`src/hdl/mpc_pkg.sv`:
```
// shared types, constants and register indexes for the matte pixel compositor
`timescale 1ns / 1ps
`default_nettype none

package mpc_pkg;

    // blend mode codes; the unused code behaves as solid colour
    localparam logic [1:0] MODE_PREMULT = 2'd0;
    localparam logic [1:0] MODE_DARK    = 2'd1;
    localparam logic [1:0] MODE_SOLID   = 2'd2;

    // configuration register indexes
    localparam logic [2:0] REG_BLEND_MODE   = 3'd0;
    localparam logic [2:0] REG_MATCH_ENABLE = 3'd1;
    localparam logic [2:0] REG_SOLID_COLOR  = 3'd2;
    localparam logic [2:0] REG_GAIN_BLUE    = 3'd3;
    localparam logic [2:0] REG_GAIN_GREEN   = 3'd4;
    localparam logic [2:0] REG_GAIN_RED     = 3'd5;

    localparam int CFG_DATA_W = 24;
    localparam int GAIN_W     = 10;

    localparam logic [23:0]       SOLID_RESET = 24'h1E2E2E;
    localparam logic [GAIN_W-1:0] GAIN_RESET  = 10'd256;

    // floor(x / 255) = (x * RECIP_255) >> RECIP_SHIFT, exact for x below 2^17
    localparam int          RECIP_SHIFT = 25;
    localparam logic [17:0] RECIP_255   = 18'd131587;

    typedef struct packed {
        logic [7:0] orig_blue;
        logic [7:0] orig_green;
        logic [7:0] orig_red;
        logic [7:0] fore_blue;
        logic [7:0] fore_green;
        logic [7:0] fore_red;
        logic       fore_valid;
        logic [7:0] alpha_code;
        logic       last_pixel;
    } pixel_in_t;

    typedef struct packed {
        logic [7:0] out_blue;
        logic [7:0] out_green;
        logic [7:0] out_red;
        logic [7:0] out_alpha;
        logic       out_last;
    } pixel_out_t;

    // per-pixel control handed to each channel datapath
    typedef struct packed {
        logic [1:0] mode;
        logic       use_gain;
    } chan_ctrl_t;

endpackage

`default_nettype wire

```
`src/hdl/mpc_chan.sv`:
```
// three-stage blend datapath for one colour channel
`timescale 1ns / 1ps
`default_nettype none

module mpc_chan
    import mpc_pkg::*;
(
    input  wire logic              clk,
    input  wire chan_ctrl_t        ctrl,
    input  wire logic [7:0]        orig,
    input  wire logic [7:0]        fore,
    input  wire logic              fore_valid,
    input  wire logic [7:0]        alpha,
    input  wire logic [GAIN_W-1:0] gain,
    input  wire logic [7:0]        solid,
    output logic [7:0]             result
);

    // stage 1: colour select and gain product
    chan_ctrl_t               ctrl_s1_reg;
    logic [7:0]               colour_s1_reg;
    logic [GAIN_W+7:0]        gprod_s1_reg;
    logic [7:0]               orig_s1_reg;
    logic [7:0]               solid_s1_reg;
    logic [7:0]               alpha_s1_reg;

    // stage 2: foreground and background products
    logic [15:0]              fg_s2_reg;
    logic [16:0]              bg_s2_reg;

    // stage 3: reciprocal divide
    logic [7:0]               result_reg;

    logic [7:0]               colour_next;
    logic [GAIN_W+7:0]        gprod_next;
    logic [7:0]               scaled;
    logic [7:0]               colour_s2;
    logic [7:0]               alpha_inv;
    logic [15:0]              orig_prod;
    logic [15:0]              solid_prod;
    logic [15:0]              fg_next;
    logic [16:0]              bg_next;
    logic [17:0]              num;
    logic [35:0]              quot_full;
    logic [7:0]               result_next;

    always_comb
    begin
        colour_next = fore_valid ? fore : orig;
        gprod_next  = {{GAIN_W{1'b0}}, colour_next} * {8'd0, gain};
    end

    always_ff @(posedge clk)
    begin
        ctrl_s1_reg   <= ctrl;
        colour_s1_reg <= colour_next;
        gprod_s1_reg  <= gprod_next;
        orig_s1_reg   <= orig;
        solid_s1_reg  <= solid;
        alpha_s1_reg  <= alpha;
    end

    always_comb
    begin
        // truncate by 8 fraction bits, saturate at 255
        scaled     = (gprod_s1_reg[GAIN_W+7:16] != '0) ? 8'hFF : gprod_s1_reg[15:8];
        colour_s2  = ctrl_s1_reg.use_gain ? scaled : colour_s1_reg;
        alpha_inv  = 8'hFF - alpha_s1_reg;
        fg_next    = colour_s2 * alpha_s1_reg;
        orig_prod  = orig_s1_reg * alpha_inv;
        solid_prod = solid_s1_reg * alpha_inv;
        priority if (ctrl_s1_reg.mode == MODE_PREMULT)
        begin
            bg_next = '0;
        end
        else if (ctrl_s1_reg.mode == MODE_DARK)
        begin
            bg_next = {1'b0, orig_prod};
        end
        else
        begin
            bg_next = {solid_prod, 1'b0};
        end
    end

    always_ff @(posedge clk)
    begin
        fg_s2_reg <= fg_next;
        bg_s2_reg <= bg_next;
    end

    always_comb
    begin
        // num = 2*c*k + background + 255, then floor(num / 510) = floor((num >> 1) / 255)
        num         = {1'b0, fg_s2_reg, 1'b0} + {1'b0, bg_s2_reg} + 18'd255;
        quot_full   = {19'd0, num[17:1]} * {18'd0, RECIP_255};
        result_next = quot_full[RECIP_SHIFT+7:RECIP_SHIFT];
    end

    always_ff @(posedge clk)
    begin
        result_reg <= result_next;
    end

    assign result = result_reg;

endmodule

`default_nettype wire

```
`src/hdl/matte_pixel_compositor.sv`:
```
// top level of the matte pixel compositor: config registers, valid pipeline, channels
// a result word leaves after its pixel word has passed the valid_s1, valid_s2 and done registers
// throughput: one pixel word per clock, set by the three-stage channel datapath
// busy never rises; the receiver cannot stall, so nothing holds the pipeline
// reset clears the valid bits and loads the config registers with their defaults
`timescale 1ns / 1ps
`default_nettype none

module matte_pixel_compositor
    import mpc_pkg::*;
(
    input  wire logic                  clk,
    input  wire logic                  rst_n,
    input  wire logic                  start,
    output logic                       busy,
    input  wire pixel_in_t             pix_in,
    input  wire logic                  cfg_wr_en,
    input  wire logic [2:0]            cfg_index,
    input  wire logic [CFG_DATA_W-1:0] cfg_data,
    output logic                       done,
    output pixel_out_t                 pix_out
);

    // configuration registers
    logic [1:0]        blend_mode_reg;
    logic              match_enable_reg;
    logic [23:0]       solid_color_reg;
    logic [GAIN_W-1:0] gain_blue_reg;
    logic [GAIN_W-1:0] gain_green_reg;
    logic [GAIN_W-1:0] gain_red_reg;

    // valid bits travelling alongside the channel stages
    logic              valid_s1_reg;
    logic              valid_s2_reg;
    logic              done_reg;

    // alpha and end-of-frame flag, pipelined to match the channels
    logic [7:0]        alpha_s1_reg;
    logic [7:0]        alpha_s2_reg;
    logic [7:0]        alpha_s3_reg;
    logic              last_s1_reg;
    logic              last_s2_reg;
    logic              last_s3_reg;

    logic              accept;
    chan_ctrl_t        ctrl;
    logic [7:0]        alpha_next;
    logic [7:0]        blue_res;
    logic [7:0]        green_res;
    logic [7:0]        red_res;

    // the pipeline never stalls, so a word is taken whenever start is high
    assign busy   = 1'b0;
    assign accept = start && !busy;

    // register writes; indexes past the list are dropped
    always_ff @(posedge clk or negedge rst_n)
    begin
        if (!rst_n)
        begin
            blend_mode_reg   <= MODE_PREMULT;
            match_enable_reg <= 1'b0;
            solid_color_reg  <= SOLID_RESET;
            gain_blue_reg    <= GAIN_RESET;
            gain_green_reg   <= GAIN_RESET;
            gain_red_reg     <= GAIN_RESET;
        end
        else if (cfg_wr_en)
        begin
            unique case (cfg_index)
                REG_BLEND_MODE:   blend_mode_reg   <= cfg_data[1:0];
                REG_MATCH_ENABLE: match_enable_reg <= cfg_data[0];
                REG_SOLID_COLOR:  solid_color_reg  <= cfg_data[23:0];
                REG_GAIN_BLUE:    gain_blue_reg    <= cfg_data[GAIN_W-1:0];
                REG_GAIN_GREEN:   gain_green_reg   <= cfg_data[GAIN_W-1:0];
                REG_GAIN_RED:     gain_red_reg     <= cfg_data[GAIN_W-1:0];
                default:          ;
            endcase
        end
    end

    // gain only applies to the premultiplied mode
    always_comb
    begin
        ctrl.mode     = blend_mode_reg;
        ctrl.use_gain = (blend_mode_reg == MODE_PREMULT) && match_enable_reg;
        alpha_next    = (blend_mode_reg == MODE_PREMULT) ? pix_in.alpha_code : 8'hFF;
    end

    always_ff @(posedge clk or negedge rst_n)
    begin
        if (!rst_n)
        begin
            valid_s1_reg <= 1'b0;
            valid_s2_reg <= 1'b0;
            done_reg     <= 1'b0;
        end
        else
        begin
            valid_s1_reg <= accept;
            valid_s2_reg <= valid_s1_reg;
            done_reg     <= valid_s2_reg;
        end
    end

    always_ff @(posedge clk)
    begin
        alpha_s1_reg <= alpha_next;
        alpha_s2_reg <= alpha_s1_reg;
        alpha_s3_reg <= alpha_s2_reg;
        last_s1_reg  <= pix_in.last_pixel;
        last_s2_reg  <= last_s1_reg;
        last_s3_reg  <= last_s2_reg;
    end

    // one datapath per colour channel; solid colour is blue-green-red from the top byte
    mpc_chan u_chan_blue (
        .clk        (clk),
        .ctrl       (ctrl),
        .orig       (pix_in.orig_blue),
        .fore       (pix_in.fore_blue),
        .fore_valid (pix_in.fore_valid),
        .alpha      (pix_in.alpha_code),
        .gain       (gain_blue_reg),
        .solid      (solid_color_reg[23:16]),
        .result     (blue_res)
    );

    mpc_chan u_chan_green (
        .clk        (clk),
        .ctrl       (ctrl),
        .orig       (pix_in.orig_green),
        .fore       (pix_in.fore_green),
        .fore_valid (pix_in.fore_valid),
        .alpha      (pix_in.alpha_code),
        .gain       (gain_green_reg),
        .solid      (solid_color_reg[15:8]),
        .result     (green_res)
    );

    mpc_chan u_chan_red (
        .clk        (clk),
        .ctrl       (ctrl),
        .orig       (pix_in.orig_red),
        .fore       (pix_in.fore_red),
        .fore_valid (pix_in.fore_valid),
        .alpha      (pix_in.alpha_code),
        .gain       (gain_red_reg),
        .solid      (solid_color_reg[7:0]),
        .result     (red_res)
    );

    // output word, strobed by done for exactly one cycle
    assign done              = done_reg;
    assign pix_out.out_blue  = blue_res;
    assign pix_out.out_green = green_res;
    assign pix_out.out_red   = red_res;
    assign pix_out.out_alpha = alpha_s3_reg;
    assign pix_out.out_last  = last_s3_reg;

    // every accepted word comes out through the valid pipeline and raises done
    a_accept_to_done: assert property (@(posedge clk) disable iff (!rst_n)
        accept |-> ##3 done)
        else $error("accepted word did not reach the output");

    // no result word without a matching word accepted at the input
    a_done_from_accept: assert property (@(posedge clk) disable iff (!rst_n)
        done |-> $past(accept, 3))
        else $error("result word without a matching input word");

    // frame marker stays aligned with its pixel
    a_last_aligned: assert property (@(posedge clk) disable iff (!rst_n)
        done |-> (pix_out.out_last == $past(pix_in.last_pixel, 3)))
        else $error("end-of-frame flag out of step with its pixel");

    // a non-opaque alpha can only be the pixel's own alpha code
    a_alpha_passthrough: assert property (@(posedge clk) disable iff (!rst_n)
        (done && (pix_out.out_alpha != 8'hFF))
            |-> (pix_out.out_alpha == $past(pix_in.alpha_code, 3)))
        else $error("output alpha does not match the pixel alpha code");

endmodule

`default_nettype wire
```
`config.mk`:
```
export PLATFORM = sky130hd
export DESIGN_NAME = matte_pixel_compositor
export DESIGN_NICKNAME = d
export VERILOG_FILES = /design/src/hdl/mpc_pkg.sv /design/src/hdl/mpc_chan.sv /design/src/hdl/matte_pixel_compositor.sv
export SDC_FILE = /design/constraint.sdc
export NUM_CORES = 2
export LEC_CHECK = 0
export BUFFER_PORTS_ARGS = -buffer_cell sky130_fd_sc_hd__buf_2
export CORE_MARGIN = 2
export CORE_UTILIZATION = 40
export DETAILED_ROUTE_END_ITERATION = 8
export PLACE_DENSITY = 0.56
export RECOVER_POWER = 25
export SKIP_LAST_GASP = 1
export SLEW_MARGIN = 20
export SYNTH_ARGS = -nofsm -noshare
export SYNTH_HDL_FRONTEND = slang
export SYNTH_SLANG_ARGS = --single-unit
```
`constraint.sdc`:
```
create_clock -name clk -period 6.9 [get_ports clk]
set_clock_uncertainty 0.2 [all_clocks]
set_input_delay 0 -clock clk [delete_from_list [all_inputs] [get_ports clk]]
set_output_delay 0 -clock clk [all_outputs]
set_load 0.01 [all_outputs]
```
-- Word-level counts from Yosys, hierarchy flattened
Cells that the tools add are included.
- add/subtract/negate cells: 7
- equality and inequality tests: 6
- reductions and logical operators: 15
- div/mod/pow operators: 0
- order comparisons: 0
- bitwise logic cells: 1
- $mul: 15
- muxes and demuxes: 12
- shifts and indexed selects: 0
- operator list (cell ; number):
    $mul 8x8->16 ; 9
    $mul 17x18->33 const B ; 3
    $mux 8 ; 9
    $add 17x17->18 ; 3
    $add 18x8->18 const B ; 3
    $mul 8x10->18 ; 3
    $mux 16 ; 3
    $reduce_and 2->1 ; 6
    $sub 8x8->8 const A ; 1
    $eq 3x2->1 const B ; 2
    $eq 3x3->1 const B ; 2
    $reduce_bool 2->1 ; 3
    $logic_not 2->1 ; 2
    $reduce_or 2->1 ; 2
    $eq 3x1->1 const B ; 1
    $logic_not 3->1 ; 1
    $eq 2x1->1 const B ; 1
    $logic_and 1x1->1 ; 1
    $not 1->1 ; 1
- flip-flop bits (word level): 347
- memories: 0
- RAM bits: 0
- memory bits (read-only): 0
- input port bits: 89
- bits in latches: 0

-- Depth between registers and ports, before layout
- depth in word-level cells: 4
- depth in mapped cells: 31

-- By module
A second synthesis with hierarchy kept.
- cell total of the unflattened synthesis: 4541
- area, all modules: 43519.2 um^2
- modules (own cells, without submodules) (module ; seq. area each (um^2) ; instances ; cells each ; area each (um^2)):
    mpc_chan at u_chan_red ; 1721.7 ; 1 ; 1453 ; 13524.2
    mpc_chan at u_chan_green ; 1721.7 ; 1 ; 1458 ; 13514.2
    mpc_chan at u_chan_blue ; 1721.7 ; 1 ; 1462 ; 13496.7
    matte_pixel_compositor ; 2060.7 ; 1 ; 168 ; 2984.1

-- Worst setup path after synthesis
OpenSTA, ideal clock, no wires.
- kind: flip-flop to flip-flop
- start: reg u_chan_red.bg_s2_reg[1]
- end: reg u_chan_red.result_reg[4], in the netlist u_chan_red.result[4]
- setup time: 0.072 ns
- path buffers: 0
- period minus slack after synthesis: 6.881 ns
- stages on the path, launching flop included: 29
- slack: 0.019 ns
- arrival time: 6.609 ns
- cell sequence: dfxtp_1 > inv_1 > ha_1 > inv_1 > ha_1 > fa_1 > a21o_1 > a21oi_1 > o21bai_1 > o21ai_0 > a2111oi_0 > o31a_1 > o311ai_0 > ha_1 > ha_1 > inv_1 > fa_1 > fa_1 > inv_1 > ha_1 > ha_1 > nand2_1 > nor2_1 > a2111oi_0 > nor2_1 > or4b_2 > and3_1 > o21ai_0 > xnor2_1
- cells in the longest elaborated chain, start to end: 3
- RTL lines (element ; RTL line ; text):
    start: declaration ; mpc_chan.sv:29 ; logic [16:0] bg_s2_reg;
    start signal: assignment ; mpc_chan.sv:89 ; bg_s2_reg <= bg_next;
    $add 17x17->18 ; mpc_chan.sv:95 ; num = {1'b0, fg_s2_reg, 1'b0} + {1'b0, bg_s2_reg} + 18'd255;
    $add 18x8->18 ; mpc_chan.sv:95 ;
    $mul 17x18->33 ; mpc_chan.sv:96 ; quot_full = {19'd0, num[17:1]} * {18'd0, RECIP_255};
    named net u_chan_red.quot_full[29] ; mpc_chan.sv:44 ; logic [35:0] quot_full;
    end signal: assignment ; mpc_chan.sv:102 ; result_reg <= result_next;
    end: declaration ; mpc_chan.sv:32 ; logic [7:0] result_reg;
The timed path passes the listed nets, and every way through them passes these cells.
A chain may end at the register's enable or synchronous reset.

-- Worst setup path after layout
- start: reg u_chan_red.fg_s2_reg[0]
- end: reg u_chan_red.result_reg[4], in the netlist u_chan_red.result[4]
- cells in the longest elaborated chain, start to end: 3
- RTL lines (element ; RTL line ; text):
    start: declaration ; mpc_chan.sv:28 ; logic [15:0] fg_s2_reg;
    start signal: assignment ; mpc_chan.sv:88 ; fg_s2_reg <= fg_next;
    $add 17x17->18 ; mpc_chan.sv:95 ;
    $add 18x8->18 ; mpc_chan.sv:95 ;
    $mul 17x18->33 ; mpc_chan.sv:96 ;
    named net u_chan_red.quot_full[29] ; mpc_chan.sv:44 ;
The timed path passes the listed nets, and every way through them passes these cells.

==> out/metrics.cfg <==
[outcome]
status=finished with violations
violations=max-capacitance violations, max-slew violations

[worst_setup_path]
crit_fanout=3
critPathKind=reg2reg
crit_top_cell=ha_1
worstPathArrival_ps=6900
cpPeakStageDelay_ps=520
endpoint_kind=flop
cp_slowest_cell=fa_1
crit_buf_inv=5
required_ps=7240
cp_top_family=adder cells
cp-start-kind=flop

[global_route]
use_met2=0.3299
first_global_vias=32199
use_met3=0.02569
grt_usage=0.1968
grt_pass1_wl_microns=172100
overflow=0
grt_max_degree=61
grtUsageMet1=0.2723
grt_antenna_before_repair=3
busiest_layer=met2

[yosys]
ys_dominant_reg_cell=dfxtp_1
synth_nets=5927
seq_area_frac_synth=0.1589
synthArstFlopShare=0.1858
yosysWarningCount=0
synthesis.area_sq_mm=0.04270
synth_edf_count=0
avgSynthCellArea_sq_um=9.416
ys_ff_latch=323
synth_cell_types=74
netlist_instances=4535

[die]
fp.dieH_microns=330.7
die_w_microns=330.7
io_pins=124
initial_core_util=0.4045
die_area_sq_mm=0.1094
rows=119
core_area_sq_mm=0.1056

[timing]
finalSetupViolCount=0
hold_violations=0
period_minus_slack_ps=6560
fmax_ghz=0.1524
worst_slew_pin_slew_ps=1609
fin_tns_setup_ps=0
finalMaxSlewViolations=25
fin_crit_sh=0.9507
slew_headroom=-0.07269

[placed_design]
hpwlAfterDp_microns=81960
gp_congestion=0.8307
io_buffer_count=122

[clock_network]
clock_latency_ps=620
cts_root_buf=clkbuf_16
htreeDepth=2
cts_sinks=323
path_clk_slew_ps=60
cts_buffer_depth=3
numCtsBuffers=46
tritoncts=done

[detailed_routing]
drt-initial-drc-count=1377
wl_microns=103600
drcViolationCount=0
routed-via-count=30724
postRouteAntennaNets=0
drtPass1Iterations=5
wl_per_cell_microns=16.55
viasPerCell=4.910

[job]
drv_cap=1

[finish]
seqCellArea_sq_mm=0.006795
fillers=10122
layout.nets=6218
area_growth_pct=13.70
largest_register_ffs=24
multiInputGateArea_sq_mm=0.03265
drive_gt1_frac=0.08183

[min_path]
hold_path_class=in2reg

[metrics by stage]
| stage | setup WS [ps] | util | cell area [sq um] | instances | hold slack [ps] |
|---|---|---|---|---|---|
| after global routing | -31.64 | 0.4599 | 48540 | 6255 | 33.56 |
| after detailed placement | -299.4 | 0.4283 | 45220 | 6009 | -94.36 |
| after CTS | 9.327 | 0.4586 | 48420 | 6251 | 2.732 |
| after floorplan | 19.30 | - | 42700 | 4535 | -495.6 |
| final | 340.0 | 0.4599 | 48550 | 6258 | 52.67 |
| after global placement | -180.4 | 0.4283 | 45220 | 6009 | -98.01 |
[routing by layer]
layer / wire length [microns] / vias up
met5: 14 / -
met4: 1751 / 2
met3: 3959 / 104
met2: 47660 / 465
met1: 50180 / 15036
li1: - / 15117
[worst paths after layout]
| kind | cells after the start | start | end | slack, ps |
|---|---|---|---|---|
| min in group asynchronous | 4 | rst_n | done | 420 |
| max reg2reg | 29 | u_chan_red.fg_s2_reg[0] | u_chan_red.result[4] | 340 |
| min reg2reg | 0 | last_s2_reg | last_s3_reg | 130 |
| max | 29 | u_chan_red.fg_s2_reg[0] | u_chan_red.result[4] | 340 |
| max in group asynchronous | 4 | rst_n | solid_color_reg[16] | 5520 |
| min | 3 | cfg_data[3] | gain_blue_reg[3] | 50 |
[Yosys cell counts (all sizes together), types with 22 or more instances]
| library cell | n | area, sq um |
|---|---|---|
| xnor2 | 119 | 1042 |
| or3 | 25 | 156.4 |
| nor2 | 160 | 600.6 |
| a21o | 39 | 292.8 |
| clkbuf | 107 | 401.6 |
| nor2b | 288 | 1802 |
| and2 | 182 | 1139 |
| ha | 802 | 10030 |
| dfrtp | 45 | 1126 |
| a211oi | 22 | 165.2 |
| mux2 | 81 | 919.6 |
| xor2 | 58 | 508.0 |
| dfxtp | 263 | 5265 |
| nand2b | 208 | 1301 |
| inv | 780 | 2928 |
| nand2 | 283 | 1062 |
| and3 | 22 | 137.6 |
| nor3 | 44 | 220.2 |
| o21a | 22 | 165.2 |
| fa | 501 | 10030 |
| a21oi | 135 | 675.7 |
| nand3 | 24 | 120.1 |
| o21ai | 87 | 439.2 |
[final cells by class]
cell class                 count  area share
multi-input combinational   3309      0.6726
sequential                   323      0.1400
inverter                     782     0.06046
timing repair buffer         364     0.05760
tap                         1391     0.03585
clock buffer                  59     0.02665
clock inverter                27    0.006778
antenna                        3   0.0001546
[worst register-to-register path, delay by kind of cell, from the launching register on]
kind                     cells  cell delay [ps]
adder cells (fa/ha/maj)      9             2900
AO/OA/AOI/OAI                9             1650
AND/OR/NAND/NOR              5              980
buffers and inverters        5              340
flip-flops                   1              300
XOR/XNOR                     1              120
[repair_timing]
item	4_1_cts	5_1_grt
hold buffers	156	0
endpoints found under the setup margin	6	20
resized for setup	6	32
setup buffers	0	4
pin swaps	0	9
endpoints found under the hold margin	186	0
[placed cells by master, fill, tap and decap left out, types with 13 or more instances in the layout]
cell type      count
ha_1             801
inv_1            780
fa_1             500
nor2b_1          288
nand2_1          283
dfxtp_1          255
nand2b_1         207
and2_1           182
nor2_1           157
dlygate4sd3_1    156
a21oi_1          130
xnor2_1          118
buf_2             95
buf_4             85
o21ai_0           79
mux2_2            58
xor2_1            56
clkbuf_16         49
dfrtp_1           45
nor3_1            44
a21o_1            39
clkbuf_1          34
or3_1             25
nand3_1           24
o21a_1            22
and3_1            21
mux2_1            21
a211oi_1          20
o21bai_1          16
a31oi_1           15
or2_2             13
a31o_2            13
[cell families after synthesis]
| kind of cell | synth area share |
|---|---|
| AOI/OAI and AO/OA | 0.07153 |
| xor gates and xnor gates | 0.03631 |
| adders and majority gates | 0.4699 |
| buffers and inverters | 0.07991 |
| DFF | 0.1589 |
| muxes | 0.02247 |
| other | 0.00008782 |
| and+or+nand+nor | 0.1609 |
Power is left out: the tool's default activity adds up to more than one toggle a clock period on the data nets, which glitch-free logic cannot reach.
